`src/rtl/lab_to_lch_pixel_top_defines.svh`:
```
// Assertion macros shared by the LCh conversion block.
// Define ASSERT_OFF to compile every check away.
`ifndef LAB_TO_LCH_PIXEL_TOP_DEFINES_SVH
`define LAB_TO_LCH_PIXEL_TOP_DEFINES_SVH

`ifndef ASSERT_OFF

// The consequent must hold in the same cycle as the antecedent.
`define LAB2LCH_ASSERT_HOLDS(label, clk, rst_n, ante, cons) \
    label: assert property (@(posedge clk) disable iff (!rst_n) (ante) |-> (cons)) \
        else $error("lab2lch: same-cycle check failed");

// The consequent must hold in the cycle after the antecedent.
`define LAB2LCH_ASSERT_NEXT(label, clk, rst_n, ante, cons) \
    label: assert property (@(posedge clk) disable iff (!rst_n) (ante) |=> (cons)) \
        else $error("lab2lch: next-cycle check failed");

`else

`define LAB2LCH_ASSERT_HOLDS(label, clk, rst_n, ante, cons)
`define LAB2LCH_ASSERT_NEXT(label, clk, rst_n, ante, cons)

`endif

`endif

```
`src/rtl/lab2lch_pkg.sv`:
```
`default_nettype none

package lab2lch_pkg;

    localparam int ANGLE_STEPS_DEF   = 16;
    localparam int FRACTION_BITS_DEF = 8;

    localparam int LIGHT_W   = 15;
    localparam int AXIS_W    = 16;
    localparam int CHROMA_W  = 16;
    localparam int HUE_W     = 15;
    localparam int SQ_W      = 32;

    localparam int GUARD_BITS   = 24;
    localparam int TABLE_BITS   = 24;
    localparam int TABLE_LEN    = 24;
    localparam int CORDIC_W     = AXIS_W + GUARD_BITS + 3;
    localparam int ANGLE_HEAD_W = 17;
    localparam int ROOT_STEPS   = 16;

    localparam int HUE_FULL      = 23040;
    localparam int HUE_HALF_TURN = 11520;
    localparam int HUE_UP        = 5760;
    localparam int HUE_DOWN      = 17280;

    typedef struct packed {
        logic eol;
        logic a_zero;
        logic b_neg;
        logic b_zero;
    } flags_t;

    // atan(2^-i) in degrees, scaled by 2^24.
    localparam longint ATAN_DEG [TABLE_LEN] = '{
        64'sd754974720, 64'sd445687602, 64'sd235489088, 64'sd119537938,
        64'sd60000934,  64'sd30029717,  64'sd15018523,  64'sd7509720,
        64'sd3754917,   64'sd1877466,   64'sd938734,    64'sd469367,
        64'sd234684,    64'sd117342,    64'sd58671,     64'sd29335,
        64'sd14668,     64'sd7334,      64'sd3667,      64'sd1833,
        64'sd917,       64'sd458,       64'sd229,       64'sd115
    };

    // Step angle in units of 2^-(6+frac_bits) degree, rounded half up.
    function automatic longint step_angle(input int idx, input int frac_bits);
        longint t;
        int     sh;
        t  = 64'sd0;
        sh = TABLE_BITS - 6 - frac_bits;
        if (idx >= 0 && idx < TABLE_LEN) begin
            t = ATAN_DEG[idx];
            if (sh > 0) begin
                t = (t + (64'sd1 <<< (sh - 1))) >>> sh;
            end
            else begin
                t = t <<< (-sh);
            end
        end
        return t;
    endfunction

endpackage

`default_nettype wire

```
`src/rtl/lab2lch_back.sv`:
```
`default_nettype none

module lab2lch_back #(
    parameter int FRACTION_BITS = lab2lch_pkg::FRACTION_BITS_DEF
) (
    input  wire logic                                        clk,
    input  wire logic                                        rst_n,
    input  wire logic                                        up_valid,
    output logic                                             up_stall,
    input  wire logic signed [FRACTION_BITS+lab2lch_pkg::ANGLE_HEAD_W-1:0] up_z,
    input  wire logic        [lab2lch_pkg::CHROMA_W-1:0]     up_root,
    input  wire logic        [lab2lch_pkg::SQ_W-1:0]         up_rest,
    input  wire logic        [lab2lch_pkg::LIGHT_W-1:0]      up_lightness,
    input  wire lab2lch_pkg::flags_t                         up_flags,
    output logic                                             dn_valid,
    input  wire logic                                        dn_stall,
    output logic        [lab2lch_pkg::LIGHT_W-1:0]           dn_lightness,
    output logic        [lab2lch_pkg::CHROMA_W-1:0]          dn_chroma,
    output logic        [lab2lch_pkg::HUE_W-1:0]             dn_hue,
    output logic                                             dn_eol
);

    localparam int ZW = FRACTION_BITS + lab2lch_pkg::ANGLE_HEAD_W;
    localparam int HW = lab2lch_pkg::HUE_W;
    localparam int RW = lab2lch_pkg::CHROMA_W;
    localparam logic signed [ZW-1:0] FULL_TURN =
        ZW'(longint'(lab2lch_pkg::HUE_FULL) <<< FRACTION_BITS);
    localparam logic signed [ZW-1:0] ROUND_HALF =
        ZW'(longint'(1) <<< (FRACTION_BITS - 1));

    logic                               valid_reg;
    logic [lab2lch_pkg::LIGHT_W-1:0]    lightness_reg;
    logic [RW-1:0]                      chroma_reg, chroma_next;
    logic [HW-1:0]                      hue_reg, hue_next;
    logic                               eol_reg;

    logic signed [ZW-1:0]               wrapped, rounded;
    logic [HW-1:0]                      hue_angle;
    logic                               load;

    assign up_stall = valid_reg && dn_stall;
    assign load     = up_valid && !up_stall;

    always_comb
    begin
        priority if (up_z < 0)
        begin
            wrapped = up_z + FULL_TURN;
        end
        else if (up_z >= FULL_TURN)
        begin
            wrapped = up_z - FULL_TURN;
        end
        else
        begin
            wrapped = up_z;
        end
        rounded   = (wrapped + ROUND_HALF) >>> FRACTION_BITS;
        hue_angle = HW'(rounded);
        if (hue_angle >= HW'(lab2lch_pkg::HUE_FULL))
        begin
            hue_angle = '0;
        end

        priority if (!up_flags.a_zero)
        begin
            hue_next = hue_angle;
        end
        else if (up_flags.b_neg)
        begin
            hue_next = HW'(lab2lch_pkg::HUE_DOWN);
        end
        else if (up_flags.b_zero)
        begin
            hue_next = '0;
        end
        else
        begin
            hue_next = HW'(lab2lch_pkg::HUE_UP);
        end

        chroma_next = up_root + RW'(up_rest > lab2lch_pkg::SQ_W'(up_root));
    end

    always_ff @(posedge clk or negedge rst_n)
    begin
        if (!rst_n)
        begin
            valid_reg <= 1'b0;
        end
        else if (!up_stall)
        begin
            valid_reg <= up_valid;
        end
    end

    always_ff @(posedge clk)
    begin
        if (load)
        begin
            lightness_reg <= up_lightness;
            chroma_reg    <= chroma_next;
            hue_reg       <= hue_next;
            eol_reg       <= up_flags.eol;
        end
    end

    assign dn_valid     = valid_reg;
    assign dn_lightness = lightness_reg;
    assign dn_chroma    = chroma_reg;
    assign dn_hue       = hue_reg;
    assign dn_eol       = eol_reg;

endmodule

`default_nettype wire

```
`config.mk`:
```
export PLATFORM = sky130hd
export DESIGN_NAME = lab2lch_back
export DESIGN_NICKNAME = d
export VERILOG_FILES = /design/src/rtl/lab_to_lch_pixel_top_defines.svh /design/src/rtl/lab2lch_pkg.sv /design/src/rtl/lab2lch_back.sv
export SDC_FILE = /design/constraint.sdc
export NUM_CORES = 1
export LEC_CHECK = 0
export ABC_AREA = 1
export BUFFER_PORTS_ARGS = -buffer_cell sky130_fd_sc_hd__buf_2
export CORE_ASPECT_RATIO = 1.1
export CORE_UTILIZATION = 25
export CTS_CLUSTER_DIAMETER = 50
export DETAILED_ROUTE_END_ITERATION = 10
export HOLD_SLACK_MARGIN = 0.08
export PLACE_DENSITY_LB_ADDON = 0.08
export SYNTH_ARGS = -nofsm -noshare
export SYNTH_HDL_FRONTEND = slang
export SYNTH_SLANG_ARGS = --single-unit
```
`constraint.sdc`:
```
create_clock -name clk -period 3.45 [get_ports clk]
set_input_delay 0.69 -clock clk [delete_from_list [all_inputs] [get_ports clk]]
set_output_delay 0.69 -clock clk [all_outputs]
set_load 0.05 [all_outputs]
```
* Word level (Yosys, flattened, before mapping)
Cells that the tools add are included.
** Operators by class
- Reductions and logical operators :: 3
- Equality and inequality tests :: 0
- Div/mod/pow operators :: 0
- Bitwise operators :: 0
- $add $sub $neg :: 4
- $lt $le $gt $ge :: 4
- Shift-type cells :: 0
- Mux-type cells :: 6
- Multipliers :: 0
** Operators by type and width (count)
- two-way mux 23 bit :: 2
- two-way mux 15 bit :: 3
- > comparator 32 x 16 -> 1 bit :: 1
- >= comparator 25 x 24 -> 1 bit, second input constant :: 1
- < comparator 25 x 1 -> 1 bit, second input constant :: 1
- adder 23 bit, second input constant :: 1
- adder 23 x 9 -> 23 bit, second input constant :: 1
- subtractor 23 bit, second input constant :: 1
- adder 16 x 1 -> 16 bit :: 1
- >= comparator 15 bit, second input constant :: 1
- two-way mux 13 bit :: 1
- logical AND 1 bit :: 2
- logical NOT 1 bit :: 1
** Word-level totals
- Output and inout bits :: 49
- Latch bits :: 0
- Logic and storage cells :: 22
- Bits in registers :: 48
- ROM bits :: 0
- Memory bits (writable) :: 0
- Memories :: 0

* Longest topological paths before layout
Gate-level depths: netlist of the first run.
- Word-level depth :: 7
- Gate-level depth with buffers :: 20
- Gate-level depth less buffers :: 20

* Worst setup path after synthesis of the first run
No wires, ideal clock.
- Path kind :: input to register
- Start point :: in up_root[11] (netlist bit)
- End point :: reg chroma_reg[14] (netlist: dn_chroma[14]), data pin
- Library setup time :: 0.258 ns
- Setup slack :: -0.049 ns
- Arrival :: 3.241 ns
- Stages on the path :: 17
- Path through :: inv_1 > ha_1 > nand2_1 > nor3_1 > inv_1 > nor3b_1 > a211oi_1 > o211ai_1 > ha_1 > ha_1 > nand2_1 > nor3_1 > nand2_1 > or3_1 > nor2_1 > nand3_1 > xor2_1
** On the way
- Cells in the longest elaborated chain, start to end :: 2
** Ends and longest elaborated chain
- from (decl) :: line lab2lch_back.sv:11 : input wire logic [lab2lch_pkg::CHROMA_W-1:0] up_root,
- > comparator 32 x 16 -> 1 bit :: line lab2lch_back.sv:82 : chroma_next = up_root + RW'(up_rest > lab2lch_pkg::SQ_W'(up_root));
- adder 16 x 1 -> 16 bit (*) :: line lab2lch_back.sv:82
- named net chroma_next[14] :: line lab2lch_back.sv:33 : logic [RW-1:0] chroma_reg, chroma_next;
- to (signal assigned) :: line lab2lch_back.sv:102 : chroma_reg <= chroma_next;
- to (decl) :: line lab2lch_back.sv:33
The timed path passes the listed nets; every way through them passes the cells marked *.
A chain may end at the register's enable or synchronous reset.

* Final worst setup path of the first run
- Start point :: in up_root[14] (netlist bit)
- End point :: reg chroma_reg[14] (netlist: dn_chroma[14]), data pin
Same word-level chain as after synthesis.

==> results of run 1 <==
-- area by class of cell --
cell class | instances | share of cell area
Multi-Input combinational cell | 245 | 0.343
Sequential cell | 48 | 0.310
Timing Repair Buffer | 183 | 0.227
Tap cell | 154 | 0.0416
Inverter | 46 | 0.0373
Clock buffer | 6 | 0.0279
Clock inverter | 2 | 0.0130
-- per-stage QoR --
step	TNS (ns)	power, mW	util	instance area [sq um]
finish	0	1.78	0.386	4630
global route	-0.0692	1.88	0.386	4630
CTS	0	1.79	0.374	4480
detailed placement	-1.04	1.17	0.358	4280
global placement	-0.608	1.16	0.358	4280
floorplan	0	0.995	-	3080
-- cell usage in the layout, fill, tap and decap left out, drive strengths merged, types with 7 or more instances in the layout --
cell type	instances
buf	183
nand2	77
edfxtp	47
nor2	47
inv	44
nand3	30
xor2	22
ha	21
a21oi	12
nor3	7
-- worst max path at each step --
stage | start | to | slack, ns | cells past startpoint
6_report | up_root[14] | dn_chroma[14] | 0.1 | 18
4_1_cts | up_root[13] | dn_chroma[14] | 0.02 | 18
2_1_floorplan | up_root[11] | dn_chroma[14] | 0.01 | 17
3_5_place_dp | up_root[13] | dn_chroma[14] | -0.36 | 18
3_3_place_gp | up_root[13] | dn_chroma[14] | -0.25 | 18
5_1_grt | up_root[14] | dn_chroma[14] | -0.03 | 18
-- power groups by stage --
stage	Clock (mW)	Sequential (mW)	Combinational, mW
finish	0.615	0.694	0.470
global route	0.662	0.697	0.520
CTS	0.636	0.694	0.460
detailed placement	0	0.707	0.458
global placement	0	0.707	0.456
floorplan	0	0.836	0.160
-- flip-flops by register name, indices dropped and copies added (netlist names) --
name and flops:
dn_lightness 15, dn_valid 1, dn_eol 1, dn_chroma 16, dn_hue 15
-- kinds of logic after synthesis --
kind of cell | share of synthesized area
AOI/OAI and AO/OA | 0.0416
xor gates and xnor gates | 0.0685
adders and majority gates | 0.0856
buffers and inverters | 0.0563
and+or+nand+nor | 0.280
DFF | 0.468
-- worst reg2reg max path: stages (launching register included) --
cell                      delay, ns
sky130_fd_sc_hd__dfrtp_1       0.38
sky130_fd_sc_hd__nand2_1       0.09
sky130_fd_sc_hd__inv_1         0.07
sky130_fd_sc_hd__nor2_4        0.40
sky130_fd_sc_hd__buf_12        0.28
-- repair_timing --
item | CTS | global route
gates cloned | 0 | 0
pin swaps | 0 | 9
setup endpoints to repair | 1 | 3
gates resized for setup | 1 | 25
setup buffers | 0 | 2
-- Yosys cell counts, types with 4 or more instances --
library cell	n	share of area
sky130_fd_sc_hd__nor2_1	35	0.043
sky130_fd_sc_hd__inv_2	4	0.0049
sky130_fd_sc_hd__ha_1	21	0.086
sky130_fd_sc_hd__nand2_2	6	0.012
sky130_fd_sc_hd__nor2_2	11	0.022
sky130_fd_sc_hd__nand4_1	5	0.010
sky130_fd_sc_hd__nand3_1	26	0.042
sky130_fd_sc_hd__edfxtp_1	47	0.46
sky130_fd_sc_hd__xor2_1	22	0.063
sky130_fd_sc_hd__nand2_1	68	0.083
sky130_fd_sc_hd__inv_1	40	0.049
sky130_fd_sc_hd__a21oi_1	12	0.020
sky130_fd_sc_hd__nor4_1	6	0.012
sky130_fd_sc_hd__nor3_1	7	0.011
-- per-layer routing --
metal | global-route usage | up-vias
li1 | - | 1518
met5 | 0 | -
met4 | 0.0351 | 0
met2 | 0.227 | 67
met1 | 0.143 | 1272
met3 | 0.0210 | 8
==> out/results.md, run 1 <==
| Metric | Reported | Unit |
| --- | --- | --- |
| Run status | finished clean | - |
| # setup viols final | 0 | - |
| PD cells | 384 | mW/mm^2 |
| Min Tclk post-route | 3.35 | ns |
| Final Wtd Congestion | 0.809 | - |
| Number of hold violations in the final report | 0 | - |
| Logic pwr share | 0.264 | - |
| Insertion delay of the later-clocked pin in the worst-skew pair | 0.28 | ns |
| Peak supply drop | 0.209 | mV |
| Met3 wire length | 296 | um |
| Required time of the worst setup path | 3.49 | ns |
| TritonCTS Buffers | 5 | - |
| Critical R2R Launch | dn_valid | - |
| Die width | 108 | um |
| Slowest cell on the critical path | sky130_fd_sc_hd__or3_4 | - |
| Total DRC errors in the routed layout | 0 | - |
| Post-Route M1 WL | 3.23 | mm |
| Multi-input gate area | 0.00159 | sq mm |
| Count of yosys warnings during synthesis | 0 | - |
| Worst stage delay on the critical path | 0.35 | ns |
| Worst reg-to-reg setup slack | 1.92 | ns |
| Net Sw Power | 0.515 | mW |
| Count of antenna-violating nets left after detailed routing | 0 | - |
| Fraction of layout cells with a size suffix above 1 | 0.453 | - |
| Filler Cell Count | 1254 | - |
| Final max-slew violation count | 0 | - |
| Cells after DPL | 674 | - |
| Die height | 118 | um |
| CP Data Arrival Time | 3.39 | ns |
| Post-layout nets | 646 | - |
| TritonCTS clock tree | built | - |
| Port Buffer Count | 144 | - |
| Antenna diode instance count | 0 | - |
| Top FF cell, synth | sky130_fd_sc_hd__edfxtp_1 | - |
| Synthesized instance count | 339 | - |
| P_leak | 2.21 | nW |
| Floorplan row count | 42 | - |
| Part of the power in the clock network | 0.346 | - |
| Cell Area, Synth | 0.00307 | sq mm |
| Clk pin slew, worst setup/hold paths | 0.07 | ns |
| Highest layer used for signal routing | met4 | - |
| Total of flip-flops plus latches after synthesis | 48 | - |
| Overall fraction of global-route tracks in use | 0.123 | - |
| Initial antenna violation count | 0 | - |
| Vias in the first global route | 2794 | - |
| Kind of cell adding the most delay to the critical path | simple AND/OR/NAND/NOR gates | - |
| Routed wirelength normalized by instance count | 11.2 | um |
| Core ar. | 0.0120 | sq mm |
| Count of flip-flops with a built-in enable after synthesis | 47 | - |
| Count of different cell masters after synthesis | 33 | - |
| Worst-case headroom to the max-slew limit | 0.667 | - |
| WS Path Type | in2reg | - |
| Drt total wl | 7.67 | mm |
| Filler-free cell count of the finished design | 684 | - |
| Number of buffers on the longest clock path | 2 | - |
| Tightest hold margin | 0.176 | ns |
| Number of sinks driven by the clock tree | 48 | - |
| Startpoint types | primary input | - |
| First-pass GRT wire length | 12.5 | mm |
| Met2 Wirelength | 4.03 | mm |
| Critical path endpoint category | register | - |
| Number of H-tree levels | 2 | - |
| Pin count of the biggest net entering global routing | 32 | - |
| Detailed placement HPWL | 6.37 | mm |
| Number of DRC markers after the initial detailed-route iteration | 78 | - |
| Switching power as a share of total power | 0.289 | - |
| Async set-or-reset flop fraction in the synthesized netlist | 0.0208 | - |
| Net count after synthesis | 456 | - |
| FMAX | 0.298 | GHz |
| Top-Level Pins | 145 | - |
| Area growth from synthesis to layout | 50.8 | % |
| Worst clock skew | 0.00403 | ns |
| Buffers & Inverters on Critical Path | 3 | - |
| Worst min-delay path category | in2async | - |
| Global route overflow | 0 | - |
| Fraction of power consumed by sequential logic | 0.390 | - |
| Final worst path period share | 0.971 | - |
| Root Buffer | sky130_fd_sc_hd__clkbuf_16 | - |
| Die Outline Area | 0.0127 | sq mm |
| Initial core utilization | 0.256 | - |
| Reg2Reg Capture Point | dn_hue[1] | - |
| List of cells traversed by the critical path | buf_6 -> inv_2 -> ha_4 -> nand4_1 -> nor3_2 -> inv_1 -> nor3b_2 -> a211oi_2 -> o211ai_1 -> ha_2 -> ha_4 -> nand2_4 -> nor3_4 -> nand2_2 -> or3_4 -> nor2_4 -> nand3_2 -> xor2_1 | - |
| Cell with the most instances on the worst path | sky130_fd_sc_hd__ha_4 | - |
| Max-capacitance violation count | 0 | - |
| Mean area per synthesized cell | 9.05 | sq um |
| Total internal power | 1.26 | mW |
| CP Max Fanout | 2 | - |
| Hold-fix buffers, CTS | 0 | - |
| FF/Latch Area | 0.00144 | sq mm |
| Vias after detailed routing | 2865 | - |
| Slew of the pin with the lowest slew margin | 0.498 | ns |
| Number of vias per cell after detailed routing | 4.19 | - |
| Total iterations of the first detailed-routing run | 4 | - |
| Portion of the post-synthesis area used by sequential elements | 0.468 | - |
| Final setup slack of the worst path | 0.0997 | ns |
| Placement-stage worst setup slack | -0.355 | ns |
| Cells on worst reg2reg path | 4 | - |
No activity file was read; power rests on OpenSTA's default activity.
==> run 2: changes to the inputs <==
ABC_CLOCK_PERIOD_IN_PS = 3590   (was default)
clock period = 3.59 ns   (was 3.45 ns; I/O delays follow)
==> run 2 against run 1 <==
  * Critical path depth unchanged
  * Worst hold slack better by 0.019 ns
  * Sequential share of layout area up 1.1 points
  * Die area unchanged
  * Non-clock buffer count down 5
==> out/results.md, run 2 (same netlist as run 1, synthesis figures left out) <==
| Metric | Reported | Unit | Change |
| --- | --- | --- | --- |
| Area growth from synthesis to layout | 45.7 | % |  |
| Final max-slew violation count | 0 | - | unchanged |
| Floorplan row count | 42 | - | unchanged |
| PD cells | 348 | mW/mm^2 | -9.4% |
| Worst stage delay on the critical path | 0.35 | ns | about the same |
| Count of antenna-violating nets left after detailed routing | 0 | - | unchanged |
| Initial antenna violation count | 0 | - | unchanged |
| Most frequent cells in the layout | 144 x sky130_fd_sc_hd__buf_2, 67 x sky130_fd_sc_hd__nand2_1, 47 x sky130_fd_sc_hd__edfxtp_1, 40 x sky130_fd_sc_hd__inv_1, 34 x sky130_fd_sc_hd__buf_4 | - |  |
| Antenna diode instance count | 0 | - | unchanged |
| Kind of cell adding the most delay to the critical path | simple AND/OR/NAND/NOR gates | - |  |
| Global route overflow | 0 | - | unchanged |
| Number of sinks driven by the clock tree | 48 | - | unchanged |
| Worst clock skew | 0.00242 | ns | -0.00161 ns |
| Final design utilization | 0.373 | - | -0.0132 |
| Slowest cell on the critical path | sky130_fd_sc_hd__or3_4 | - |  |
| Worst min-delay path category | in2async | - |  |
| Final Wtd Congestion | 0.761 | - | -5.9% |
| Slew of the pin with the lowest slew margin | 0.600 | ns | +0.101 ns |
| Critical path endpoint category | register | - |  |
| WS Path Type | in2reg | - |  |
| Die width | 108 | um | unchanged |
| Worst reg-to-reg setup slack | 2.11 | ns | +0.19 ns |
| Port Buffer Count | 144 | - | unchanged |
| Number of buffers on the longest clock path | 2 | - | unchanged |
| Vias in the first global route | 2757 | - | -1.3% |
| FMAX | 0.294 | GHz |  |
| Pin count of the biggest net entering global routing | 48 | - | +50% |
| Drt total wl | 7.49 | mm | -2.4% |
| Accumulated negative setup slack | 0 | ns | unchanged |
| Min Tclk post-route | 3.40 | ns |  |
| Insertion delay of the later-clocked pin in the worst-skew pair | 0.28 | ns | about the same |
| Filler-free cell count of the finished design | 679 | - | -0.73% |
| Flip-flop count of the largest register, all copies and words added | 16 | - | unchanged |
| Top-Level Pins | 145 | - | unchanged |
| Final worst path period share | 0.946 | - |  |
| Max-capacitance violation count | 0 | - | unchanged |
| TritonCTS clock tree | built | - |  |
| Die height | 118 | um | unchanged |
| TritonCTS Buffers | 5 | - | unchanged |
| Root Buffer | sky130_fd_sc_hd__clkbuf_16 | - |  |
| Buffers & Inverters on Critical Path | 3 | - | unchanged |
| Total DRC errors in the routed layout | 0 | - | unchanged |
| Initial core utilization | 0.256 | - | unchanged |
| Most frequent standard cell in the layout excluding fill and tap cells | sky130_fd_sc_hd__buf_2 | - |  |
| Clk pin slew, worst setup/hold paths | 0.06 | ns | about the same |
| Peak supply drop | 0.217 | mV | +3.8% |
| Cells after DPL | 669 | - | -0.74% |
| Worst-case headroom to the max-slew limit | 0.600 | - | -0.0668 |
| List of cells traversed by the critical path | buf_2 -> inv_1 -> ha_4 -> nand4_1 -> nor3_2 -> inv_1 -> nor3b_2 -> a211oi_2 -> o211ai_1 -> ha_2 -> ha_4 -> nand2_2 -> nor3_4 -> nand2_1 -> or3_4 -> nor2_4 -> nand3_1 -> xor2_1 | - |  |
| Core ar. | 0.0120 | sq mm | unchanged |
| Run status | finished clean | - |  |
| Number of DRC markers after the initial detailed-route iteration | 70 | - | -10% |
| Vias after detailed routing | 2850 | - | -0.52% |
| # setup viols final | 0 | - | unchanged |
| P_leak | 2.14 | nW | -3.1% |
| Startpoint types | primary input | - |  |
| Hold-fix buffers, CTS | 0 | - | unchanged |
| Required time of the worst setup path | 3.63 | ns | +0.14 ns |
| Number of H-tree levels | 2 | - | unchanged |
| Fraction of layout cells with a size suffix above 1 | 0.432 | - | -0.0204 |
| First-pass GRT wire length | 12.2 | mm | -2.5% |
| Total iterations of the first detailed-routing run | 4 | - | unchanged |
| Detailed placement HPWL | 6.29 | mm | -1.3% |
| Number of hold violations in the final report | 0 | - | unchanged |
| Post-layout nets | 641 | - | -0.77% |
| CP Data Arrival Time | 3.43 | ns | +0.04 ns |
| Die Outline Area | 0.0127 | sq mm | unchanged |
| CP Max Fanout | 2 | - | unchanged |
| Overall fraction of global-route tracks in use | 0.121 | - | -0.00223 |
| Filler Cell Count | 1261 | - | +0.56% |
| Number of vias per cell after detailed routing | 4.20 | - | +0.21% |
| Routed wirelength normalized by instance count | 11.0 | um | -1.7% |
==> run 2: cell count changes in the layout (fill, tap and decap cells not counted), moves of 2 or more <==
cell                         change
sky130_fd_sc_hd__buf_2           +4
sky130_fd_sc_hd__buf_4           -4
sky130_fd_sc_hd__buf_6           -4
sky130_fd_sc_hd__inv_1           +4
sky130_fd_sc_hd__inv_2           -4
sky130_fd_sc_hd__bufinv_16       -2
sky130_fd_sc_hd__clkinvlp_4      +2
sky130_fd_sc_hd__ha_1            +2
sky130_fd_sc_hd__ha_4            -2
==> run 2: path summary, 6_finish.rpt <==
kind,start,end,cells past startpoint
min in group clk,dn_valid,dn_valid,2
max in group asynchronous,rst_n,dn_valid,1
setup reg to reg,dn_valid,dn_hue[14],4
hold / removal,rst_n,dn_valid,1
hold reg to reg,dn_valid,dn_valid,2
setup / recovery,up_root[14],dn_chroma[14],18
==> run 2: final cells by class <==
| type | count | area (sq um) | area share |
|---|---|---|---|
| clock buffer | 5 | 125 | 0.0280 |
| clock inverter | 3 | 18.8 | 0.00420 |
| inverter | 46 | 173 | 0.0386 |
| multi-input combinational | 245 | 1550 | 0.346 |
| sequential | 48 | 1440 | 0.321 |
| tap | 154 | 193 | 0.0431 |
| timing repair buffer | 178 | 976 | 0.218 |
==> run 2: routing by layer <==
metal  track usage  vias to the layer above  share of wire
li1              -                     1507              -
met3        0.0204                        6          0.045
met4        0.0334                        0          0.011
met5             0                        -              0
met1         0.140                     1264           0.43
met2         0.224                       73           0.51
==> run 2: through the flow <==
stage                     setup WS [ns]  power (mW)  cell area, sq um  hold WS, ns
after floorplan                  0.0628       0.957              3070        0.422
after detailed placement         -0.296        1.11              4230        0.488
final                             0.193        1.56              4470        0.196
after global placement           -0.173        1.11              4230        0.476
after CTS                        0.0664        1.57              4380        0.187
after global routing            -0.0306        1.64              4470        0.181
==> run 2: repair_timing <==
action | CTS | global route
setup endpoints to repair | 1 | 3
buffers inserted | 0 | 2
pin swaps | 0 | 8
resized for setup | 1 | 13
gates cloned | 0 | 0
==> run 2: power by group <==
part	total [mW]	internal, mW	switching (mW)
combinational	0.438	0.145	0.292
clock	0.451	0.255	0.196
sequential	0.667	0.660	0.00672
